<file path="src/hw/rtl/bitr_pkg.sv">
// Shared types and constants for the MSB-first bit reader.
// Used by bitr_shifter, msb_first_bit_reader and bitr_checker; depends on nothing.
package bitr_pkg;

  // Field widths of the transfer payloads.
  localparam int VALUE_W = 32;
  localparam int COUNT_W = 6;
  localparam int BYTE_W  = 8;
  localparam int BLEFT_W = 4;

  // Request codes carried on in_req_type.
  localparam logic [1:0] REQ_START  = 2'd0;
  localparam logic [1:0] REQ_APPEND = 2'd1;
  localparam logic [1:0] REQ_READ   = 2'd2;
  localparam logic [1:0] REQ_UNUSED = 2'd3;

  // Largest bit count that one read returns.
  localparam logic [COUNT_W-1:0] MAX_BITS = 6'd32;

  // Unread bits in a freshly opened byte.
  localparam logic [BLEFT_W-1:0] FULL_BYTE = 4'd8;

  // Read sequencer states.
  typedef enum logic {
    ST_IDLE,
    ST_EXTRACT
  } state_t;

  // Result of taking one byte's worth of bits into the accumulator.
  typedef struct packed {
    logic [VALUE_W-1:0] acc;
    logic [COUNT_W-1:0] want;
    logic [BLEFT_W-1:0] bits_left;
    logic               byte_done;
  } step_t;

endpackage

</file>
<file path="src/hw/rtl/bitr_shifter.sv">
// One digit step of the reader: takes up to eight bits from the current byte
// and shifts them into the accumulator. Depends on bitr_pkg.
module bitr_shifter
  import bitr_pkg::*;
(
  input  logic [BYTE_W-1:0]  cur_byte,
  input  logic [VALUE_W-1:0] acc,
  input  logic [BLEFT_W-1:0] bits_left,
  input  logic [COUNT_W-1:0] want,
  output step_t              step
);

  logic [BLEFT_W-1:0] take;
  logic [BLEFT_W-1:0] sh;
  logic [BLEFT_W-1:0] left_after;
  logic [BYTE_W-1:0]  mask;
  logic [BYTE_W-1:0]  chunk;

  // The step takes the smaller of what the byte holds and what is still wanted.
  always_comb begin
    if ({{(COUNT_W-BLEFT_W){1'b0}}, bits_left} < want) begin
      take = bits_left;
    end else begin
      take = want[BLEFT_W-1:0];
    end
    sh         = bits_left - take;
    mask       = ~(8'hff << take);
    chunk      = (cur_byte >> sh) & mask;
    left_after = bits_left - take;
  end

  // Merge the chunk below the bits gathered so far and advance the counters.
  always_comb begin
    step.acc       = (acc << take) | {{(VALUE_W-BYTE_W){1'b0}}, chunk};
    step.want      = want - {{(COUNT_W-BLEFT_W){1'b0}}, take};
    step.byte_done = (left_after == '0);
    step.bits_left = step.byte_done ? FULL_BYTE : left_after;
  end

endmodule

</file>
<file path="config.mk">
export PLATFORM = sky130hd
export DESIGN_NAME = bitr_shifter
export DESIGN_NICKNAME = d
export VERILOG_FILES = /design/src/hw/rtl/bitr_pkg.sv /design/src/hw/rtl/bitr_shifter.sv
export SDC_FILE = /design/constraint.sdc
export NUM_CORES = 1
export LEC_CHECK = 0
export BUFFER_PORTS_ARGS = -buffer_cell sky130_fd_sc_hd__buf_2
export CORE_UTILIZATION = 52
export DETAILED_ROUTE_END_ITERATION = 10
export PLACE_DENSITY = 0.85
export SYNTH_ARGS = -nofsm -noshare
export SYNTH_HDL_FRONTEND = slang
export SYNTH_SLANG_ARGS = --single-unit
export TNS_END_PERCENT = 100
</file>
<file path="constraint.sdc">
create_clock -name vclk -period 6
set_clock_uncertainty 0.05 [all_clocks]
set_input_delay 0.6 -clock vclk [all_inputs]
set_output_delay 0.6 -clock vclk [all_outputs]
set_load 0.01 [all_outputs]
</file>
==> results of run 1 <==
-- worst min path at each step --
stage / endpoint / slack (ns)
detailed placement: step[10] / 1.46
finish: step[10] / 1.46
global route: step[10] / 1.48
floorplan: step[10] / 1.23
global placement: step[10] / 1.44
CTS: step[10] / 1.46
-- metal layers --
metal	part of all wire, %	GRT usage (%)	vias up
met5	0	0	-
met4	2.1	9.04	0
met3	6.3	1.18	16
met2	51	53.6	132
met1	41	33.5	1206
li1	-	-	1300
-- power by group --
group | switching, mW | internal (mW) | leakage, nW | total [mW]
Combinational | 0.218 | 0.158 | 1.38 | 0.376
Sequential | 0 | 0 | 0 | 0
Clock | 0 | 0 | 0 | 0
-- cell type report --
| class | count | area, µm² | area share (%) |
|---|---|---|---|
| inverters | 13 | 48.8 | 1.84 |
| multi-input cells | 267 | 2040 | 77.1 |
| well taps | 50 | 62.6 | 2.36 |
| repair buffers | 97 | 495 | 18.7 |
-- Yosys cell counts (all sizes together) --
cell type / instances
a221oi: 1
o22a: 1
o32ai: 1
a21o: 4
o2111a: 1
inv: 13
nand3: 4
nand2: 27
xor2: 2
o221a: 1
and4bb: 1
o31ai: 2
and2: 3
buf: 17
o221ai: 2
nand2b: 2
or2: 1
o22ai: 6
ha: 8
o2bb2ai: 1
or3: 1
o21a: 1
o21ai: 11
a21oi: 18
nor3: 5
a22o: 1
xnor2: 4
o211ai: 4
maj3: 2
clkbuf: 5
o211a: 1
a22oi: 28
nor2: 35
mux2i: 72
nor4: 2
a311oi: 1
mux2: 7
a211oi: 3
a221o: 1
a31o: 1
nand4: 1
-- logic make-up after synthesis --
group / Yosys count / share of synthesized area [%]
buffers and inverters: 35 / 9.02
AO/OA/AOI/OAI: 90 / 29.0
multiplexers: 79 / 37.7
AND/OR/NAND/NOR: 82 / 16.5
adder cells (fa/ha/maj): 10 / 5.41
XOR/XNOR: 6 / 2.37
-- stage by stage --
step	area (µm²)	total power, mW	hold WS [ns]	cells
2_1_floorplan	2220	0.263	1.23	302
3_3_place_gp	2650	0.363	1.44	427
3_5_place_dp	2650	0.371	1.46	427
4_1_cts	2650	0.372	1.46	427
5_1_grt	2650	0.410	1.48	427
6_report	2650	0.376	1.46	427
-- critical path, delay by kind of cell --
| family | cells | cell delay, ns |
|---|---|---|
| buf+inv | 3 | 0.45 |
| compound gates | 3 | 0.72 |
| xor+xnor | 1 | 0.14 |
| mux | 1 | 0.47 |
| simple gates | 2 | 0.41 |
| fa+ha+maj | 4 | 1.25 |
==> flow_summary.html, run 1 <==
<table>
<tr><th>Metric</th><th>Value</th></tr>
<tr><th colspan="2">Status</th></tr>
<tr><td>Run status</td><td>finished, final reports clean</td></tr>
<tr><th colspan="2">Die</th></tr>
<tr><td>Height of the die</td><td>67.3 µm</td></tr>
<tr><td>Row Count</td><td>23</td></tr>
<tr><td>Number of top-level pins</td><td>93</td></tr>
<tr><td>Horizontal die dimension</td><td>67.3 µm</td></tr>
<tr><td>Initial Util</td><td>54.7%</td></tr>
<tr><td>Die Outline Area</td><td>4530 µm²</td></tr>
<tr><td>Area of the core</td><td>4060 µm²</td></tr>
<tr><th colspan="2">Pwr</th></tr>
<tr><td>Power per Cell Area</td><td>142 nW/µm²</td></tr>
<tr><td>Leakage power figure</td><td>1.38 nW</td></tr>
<tr><td>IR drop worst, VDD</td><td>0.0703 mV</td></tr>
<tr><th colspan="2">Global routing</th></tr>
<tr><td>Aggregate global routing overflow</td><td>0</td></tr>
<tr><td>Wire length of the first global-routing pass</td><td>10.1 mm</td></tr>
<tr><td>Number of antenna violations at the first check in global routing</td><td>0</td></tr>
<tr><td>Maximum number of pins on one net before global-route repair</td><td>38</td></tr>
<tr><td>Number of global-route vias before repair</td><td>2,305</td></tr>
<tr><td>All-layer global routing usage</td><td>28.3%</td></tr>
<tr><th colspan="2">Finish</th></tr>
<tr><td>FF+latch count</td><td>0</td></tr>
<tr><td>Finished Core Util</td><td>65.2%</td></tr>
<tr><td>Reg area</td><td>0 µm²</td></tr>
<tr><td>Final net count</td><td>437</td></tr>
<tr><td>Area delta synth-&gt;final</td><td>19.2%</td></tr>
<tr><td>N_diodes</td><td>0</td></tr>
<tr><td>Fillers</td><td>354</td></tr>
<tr><td>Clock buffers</td><td>0</td></tr>
<tr><td>Highest-count cells in the layout ignoring fill and taps</td><td>sky130_fd_sc_hd__buf_2 (93), sky130_fd_sc_hd__mux2i_1 (67), sky130_fd_sc_hd__nor2_1 (31), sky130_fd_sc_hd__a22oi_1 (28), sky130_fd_sc_hd__nand2_1 (27)</td></tr>
<tr><td>Share of final-layout standard cells stronger than drive strength 1</td><td>32.6%</td></tr>
<tr><td>Most common cell after layout, fill and taps aside</td><td>sky130_fd_sc_hd__buf_2</td></tr>
<tr><th colspan="2">Yosys</th></tr>
<tr><td>Ys Warns</td><td>0</td></tr>
<tr><td>Sequential area share after synthesis</td><td>0%</td></tr>
<tr><td>Syn nets</td><td>360</td></tr>
<tr><td>Synth Instances</td><td>302</td></tr>
<tr><td>Ranking of synthesized cells by area</td><td>sky130_fd_sc_hd__mux2i_1 (31%), sky130_fd_sc_hd__a22oi_1 (9.5%), sky130_fd_sc_hd__nor2_1 (5.2%)</td></tr>
<tr><td>Post-Syn Area</td><td>2220 µm²</td></tr>
<tr><td>Distinct cell type count after synthesis</td><td>55</td></tr>
<tr><td>Most area-hungry cell type in the Yosys netlist</td><td>sky130_fd_sc_hd__mux2i_1</td></tr>
<tr><td>Area share of the leading cell type in the synthesized netlist</td><td>30.7%</td></tr>
<tr><td>Average size of a mapped cell</td><td>7.35 µm²</td></tr>
<tr><th colspan="2">Placed design</th></tr>
<tr><td>IO buf count</td><td>93</td></tr>
<tr><td>Detail Placement HPWL</td><td>5.28 mm</td></tr>
<tr><td>DP Worst Slack</td><td>1.35 ns</td></tr>
<tr><td>Gpl congestion</td><td>0.967</td></tr>
<tr><th colspan="2">Timing</th></tr>
<tr><td>Post-route fraction of the period consumed by the critical path</td><td>78.0%</td></tr>
<tr><td>RSZ-0062 raised after global routing</td><td>no</td></tr>
<tr><td>Fmax</td><td>0.214 GHz</td></tr>
<tr><td>Max-slew violations</td><td>0</td></tr>
<tr><td>Final hold violations</td><td>0</td></tr>
<tr><td>Final Worst Setup Slack</td><td>1.32 ns</td></tr>
<tr><td>Transition time at the pin with the least slew margin</td><td>0.806 ns</td></tr>
<tr><td>Final total negative setup slack</td><td>0 ns</td></tr>
<tr><td>Post-layout minimum cycle time</td><td>4.68 ns</td></tr>
<tr><td>Tightest slew margin relative to the limit</td><td>46.2%</td></tr>
<tr><td>Number of setup violations in the final report</td><td>0</td></tr>
<tr><th colspan="2">Min path</th></tr>
<tr><td>Source of the worst hold timing path</td><td>want[5]</td></tr>
<tr><td>Hold Crit Class</td><td>input port to output port</td></tr>
<tr><td>Hold depth</td><td>3</td></tr>
<tr><th colspan="2">Setup path</th></tr>
<tr><td>Data arrival, critical path</td><td>4.03 ns</td></tr>
<tr><td>Worst Path Class, Setup</td><td>input port to output port</td></tr>
<tr><td>Crit Path Max Fanout</td><td>8</td></tr>
<tr><td>Cell Chain, Critical Path</td><td>buf_2, inv_1, ha_1, and4bb_4, a221oi_2, a211oi_4, ha_1, maj3_1, maj3_1, xnor2_1, mux2i_1, nand2_1, o32ai_1, buf_2</td></tr>
<tr><td>Launching instance or port of the critical path</td><td>want[2]</td></tr>
<tr><td>Slowest Stage Delay on Critical Path</td><td>0.47 ns</td></tr>
<tr><td>Startpoint kind of the worst setup timing path</td><td>input port</td></tr>
<tr><td>Endpoint of the most critical setup path</td><td>step[16]</td></tr>
<tr><td>Required @ worst endpoint</td><td>5.35 ns</td></tr>
<tr><td>CP Capture Type</td><td>output port</td></tr>
<tr><td>Cell with the largest stage delay on the worst path</td><td>sky130_fd_sc_hd__mux2i_1</td></tr>
<tr><th colspan="2">Detailed routing</th></tr>
<tr><td>Drt first-iter violations</td><td>162</td></tr>
<tr><td>First-pass DRT Iterations</td><td>4</td></tr>
<tr><td>Detail Route Antenna Nets</td><td>0</td></tr>
<tr><td>Routed vias</td><td>2,654</td></tr>
<tr><td>Post-detailed-routing wire length</td><td>6.62 mm</td></tr>
<tr><td>Drt wl/cell</td><td>15.5 µm</td></tr>
<tr><td>Vias/cell</td><td>6.22</td></tr>
<tr><td>Drc violations</td><td>0</td></tr>
<tr><th colspan="2">Job</th></tr>
<tr><td>Max_cap viols</td><td>0</td></tr>
<tr><th colspan="2">Clocking</th></tr>
<tr><td>Number of buffers inserted by hold repair at cts</td><td>0</td></tr>
<tr><td>Post-cts resize count</td><td>0</td></tr>
<tr><td># Post-CTS Setup Buffers</td><td>0</td></tr>
</table>
Power figures use the tool's default switching activity.
==> run 2: changes to the inputs <==
==> constraint.sdc (replaced) <==
create_clock -name vclk -period 4.35
set_clock_uncertainty 0.05 [all_clocks]
set_input_delay 0.435 -clock vclk [all_inputs]
set_output_delay 0.435 -clock vclk [all_outputs]
set_load 0.01 [all_outputs]
==> run 2 against run 1 <==
Against the previous run: via count is 3.1% higher; first-iteration DRC count is 0.62% higher; critical path depth is 1 higher; non-clock buffer count is 4 higher; flip-flop and latch count stayed put; routed wire length is 1.6% higher; hold slack worse by 0.33 ns; combinational power is 40% higher; cell area is 1.3% higher; core utilization is 0.83 points higher; largest cell class unchanged.
==> flow_summary.html, run 2 (same netlist as run 1, synthesis figures left out) <==
<table>
<tr><th>Metric</th><th>Value</th></tr>
<tr><th colspan="2">Finish</th></tr>
<tr><td>N_diodes</td><td>0 (unchanged)</td></tr>
<tr><td>Clock buffers</td><td>0 (unchanged)</td></tr>
<tr><td>Most common cell after layout, fill and taps aside</td><td>sky130_fd_sc_hd__buf_2 (unchanged)</td></tr>
<tr><td>Reg area</td><td>0 µm² (unchanged)</td></tr>
<tr><td>Final net count</td><td>441 (was 437)</td></tr>
<tr><td>Share of final-layout standard cells stronger than drive strength 1</td><td>33.6% (was 32.6%)</td></tr>
<tr><td>Finished Core Util</td><td>66.1% (was 65.2%)</td></tr>
<tr><td>Highest-count cells in the layout ignoring fill and taps</td><td>sky130_fd_sc_hd__buf_2 (93), sky130_fd_sc_hd__mux2i_1 (66), sky130_fd_sc_hd__nor2_1 (31), sky130_fd_sc_hd__a22oi_1 (28), sky130_fd_sc_hd__nand2_1 (27) (was sky130_fd_sc_hd__buf_2 (93), sky130_fd_sc_hd__mux2i_1 (67), sky130_fd_sc_hd__nor2_1 (31), sky130_fd_sc_hd__a22oi_1 (28), sky130_fd_sc_hd__nand2_1 (27))</td></tr>
<tr><td>Area delta synth-&gt;final</td><td>20.7% (was 19.2%)</td></tr>
<tr><td>FF+latch count</td><td>0 (unchanged)</td></tr>
<tr><th colspan="2">Pwr</th></tr>
<tr><td>Power share of the combinational group</td><td>100.0% (about the same)</td></tr>
<tr><td>Power per Cell Area</td><td>197 nW/µm² (was 142 nW/µm²)</td></tr>
<tr><td>Clock power share</td><td>0% (about the same)</td></tr>
<tr><td>Leakage power figure</td><td>1.40 nW (was 1.38 nW)</td></tr>
<tr><td>Switching power as a share of total power</td><td>57.9% (was 58.0%)</td></tr>
<tr><td>IR drop worst, VDD</td><td>0.119 mV (was 0.0703 mV)</td></tr>
<tr><td>Internal cell power</td><td>223 µW (was 158 µW)</td></tr>
<tr><td>Sequential group share of total power</td><td>0% (about the same)</td></tr>
<tr><td>Net switching component of the power</td><td>306 µW (was 218 µW)</td></tr>
<tr><th colspan="2">Clocking</th></tr>
<tr><td>Post-cts resize count</td><td>0 (unchanged)</td></tr>
<tr><td>Number of buffers inserted by hold repair at cts</td><td>0 (unchanged)</td></tr>
<tr><td># Post-CTS Setup Buffers</td><td>0 (unchanged)</td></tr>
<tr><th colspan="2">Detailed routing</th></tr>
<tr><td>Drt first-iter violations</td><td>163 (was 162)</td></tr>
<tr><td>Drc violations</td><td>0 (unchanged)</td></tr>
<tr><td>Vias/cell</td><td>6.35 (was 6.22)</td></tr>
<tr><td>Post-detailed-routing wire length</td><td>6.73 mm (was 6.62 mm)</td></tr>
<tr><td>Routed vias</td><td>2,737 (was 2,654)</td></tr>
<tr><td>First-pass DRT Iterations</td><td>5 (was 4)</td></tr>
<tr><td>Detail Route Antenna Nets</td><td>0 (unchanged)</td></tr>
<tr><td>Drt wl/cell</td><td>15.6 µm (was 15.5 µm)</td></tr>
<tr><th colspan="2">Setup path</th></tr>
<tr><td>CP Capture Type</td><td>output port (unchanged)</td></tr>
<tr><td>Data arrival, critical path</td><td>3.58 ns (was 4.03 ns)</td></tr>
<tr><td>Worst Path Class, Setup</td><td>input port to output port (unchanged)</td></tr>
<tr><td>Endpoint of the most critical setup path</td><td>step[17] (was step[16])</td></tr>
<tr><td>Required @ worst endpoint</td><td>3.87 ns (was 5.35 ns)</td></tr>
<tr><td>Launching instance or port of the critical path</td><td>want[2] (unchanged)</td></tr>
<tr><td>Startpoint kind of the worst setup timing path</td><td>input port (unchanged)</td></tr>
<tr><td>Crit Path Max Fanout</td><td>7 (was 8)</td></tr>
<tr><th colspan="2">Timing</th></tr>
<tr><td>Post-layout minimum cycle time</td><td>4.06 ns</td></tr>
<tr><td>Number of setup violations in the final report</td><td>0 (unchanged)</td></tr>
<tr><td>Tightest slew margin relative to the limit</td><td>57.2% (was 46.2%)</td></tr>
<tr><td>Final total negative setup slack</td><td>0 ns (unchanged)</td></tr>
<tr><td>Post-route fraction of the period consumed by the critical path</td><td>93.4%</td></tr>
<tr><td>Final hold violations</td><td>0 (unchanged)</td></tr>
<tr><td>Max-slew violations</td><td>0 (unchanged)</td></tr>
<tr><td>Final Worst Setup Slack</td><td>0.288 ns (was 1.32 ns)</td></tr>
<tr><td>Transition time at the pin with the least slew margin</td><td>0.642 ns (was 0.806 ns)</td></tr>
<tr><td>RSZ-0062 raised after global routing</td><td>no (unchanged)</td></tr>
<tr><td>Fmax</td><td>0.246 GHz</td></tr>
<tr><th colspan="2">Status</th></tr>
<tr><td>Run status</td><td>finished, final reports clean (unchanged)</td></tr>
<tr><th colspan="2">Global routing</th></tr>
<tr><td>Number of antenna violations at the first check in global routing</td><td>0 (unchanged)</td></tr>
<tr><td>Aggregate global routing overflow</td><td>0 (unchanged)</td></tr>
<tr><td>Wire length of the first global-routing pass</td><td>10.3 mm (was 10.1 mm)</td></tr>
<tr><td>Maximum number of pins on one net before global-route repair</td><td>38 (unchanged)</td></tr>
<tr><td>Number of global-route vias before repair</td><td>2,402 (was 2,305)</td></tr>
<tr><td>All-layer global routing usage</td><td>28.4% (was 28.3%)</td></tr>
<tr><th colspan="2">Placed design</th></tr>
<tr><td>IO buf count</td><td>93 (unchanged)</td></tr>
<tr><td>Gpl congestion</td><td>0.973 (was 0.967)</td></tr>
<tr><td>DP Worst Slack</td><td>0.319 ns (was 1.35 ns)</td></tr>
<tr><td>Detail Placement HPWL</td><td>5.42 mm (was 5.28 mm)</td></tr>
<tr><th colspan="2">Min path</th></tr>
<tr><td>Hold Crit Class</td><td>input port to output port (unchanged)</td></tr>
<tr><td>Source of the worst hold timing path</td><td>want[5] (unchanged)</td></tr>
<tr><td>Hold depth</td><td>3 (unchanged)</td></tr>
<tr><th colspan="2">Die</th></tr>
<tr><td>Horizontal die dimension</td><td>67.3 µm (unchanged)</td></tr>
<tr><td>Initial Util</td><td>54.7% (unchanged)</td></tr>
<tr><td>Area of the core</td><td>4060 µm² (unchanged)</td></tr>
<tr><td>Row Count</td><td>23 (unchanged)</td></tr>
<tr><td>Die Outline Area</td><td>4530 µm² (unchanged)</td></tr>
<tr><td>Height of the die</td><td>67.3 µm (unchanged)</td></tr>
<tr><td>Number of top-level pins</td><td>93 (unchanged)</td></tr>
<tr><th colspan="2">Job</th></tr>
<tr><td>Max_cap viols</td><td>0 (unchanged)</td></tr>
</table>
## run 2: cell types whose count changed in the layout (fill, tap and decap cells not counted)
cell,previous run,this run
sky130_fd_sc_hd__mux2i_2,2,3
sky130_fd_sc_hd__buf_4,4,8
sky130_fd_sc_hd__mux2i_1,67,66
## run 2: power groups by stage
stage | Sequential (mW) | Combinational, mW | Clock, mW
3_5_place_dp | 0 | 0.521 | 0
4_1_cts | 0 | 0.522 | 0
6_report | 0 | 0.528 | 0
2_1_floorplan | 0 | 0.364 | 0
5_1_grt | 0 | 0.572 | 0
3_3_place_gp | 0 | 0.510 | 0
## run 2: worst min-delay path by stage
stage	endpoint	slack, ns
6_report	step[10]	1.13
3_5_place_dp	step[10]	1.12
5_1_grt	step[10]	1.14
3_3_place_gp	step[10]	1.11
2_1_floorplan	step[10]	0.90
4_1_cts	step[10]	1.12
## run 2: per-stage QoR
step	area, µm²	cells	power [mW]	hold WS, ns
global route	2680	431	0.572	1.14
global placement	2680	431	0.510	1.11
floorplan	2220	302	0.364	0.900
CTS	2680	431	0.522	1.12
detailed placement	2680	431	0.521	1.12
finish	2680	431	0.528	1.13
## run 2: final cells by class
type	count	area [µm²]
Timing Repair Buffer	101	526
Multi-Input combinational cell	267	2040
Inverter	13	48.8
Tap cell	50	62.6
Fill cell	362	1380
## run 2: worst max-delay path, stage by stage
cell and delay [ns]:
sky130_fd_sc_hd__buf_2 0.19, sky130_fd_sc_hd__inv_1 0.08, sky130_fd_sc_hd__ha_1 0.27, sky130_fd_sc_hd__and4bb_4 0.22, sky130_fd_sc_hd__a221oi_2 0.37, sky130_fd_sc_hd__a211oi_4 0.08
sky130_fd_sc_hd__ha_1 0.23, sky130_fd_sc_hd__maj3_1 0.36, sky130_fd_sc_hd__maj3_1 0.38, sky130_fd_sc_hd__xnor2_1 0.14, sky130_fd_sc_hd__mux2i_2 0.19, sky130_fd_sc_hd__buf_4 0.18
sky130_fd_sc_hd__o2111a_1 0.17, sky130_fd_sc_hd__o22a_1 0.15, sky130_fd_sc_hd__buf_2 0.13
## run 2: per-layer routing
metal | vias up | wire, µm | global-route usage, %
li1 | 1303 | - | -
met1 | 1265 | 2650 | 34.2
met2 | 155 | 3450 | 53.6
met3 | 14 | 515 | 1.18
met4 | 0 | 117 | 8.24
met5 | - | 0 | 0
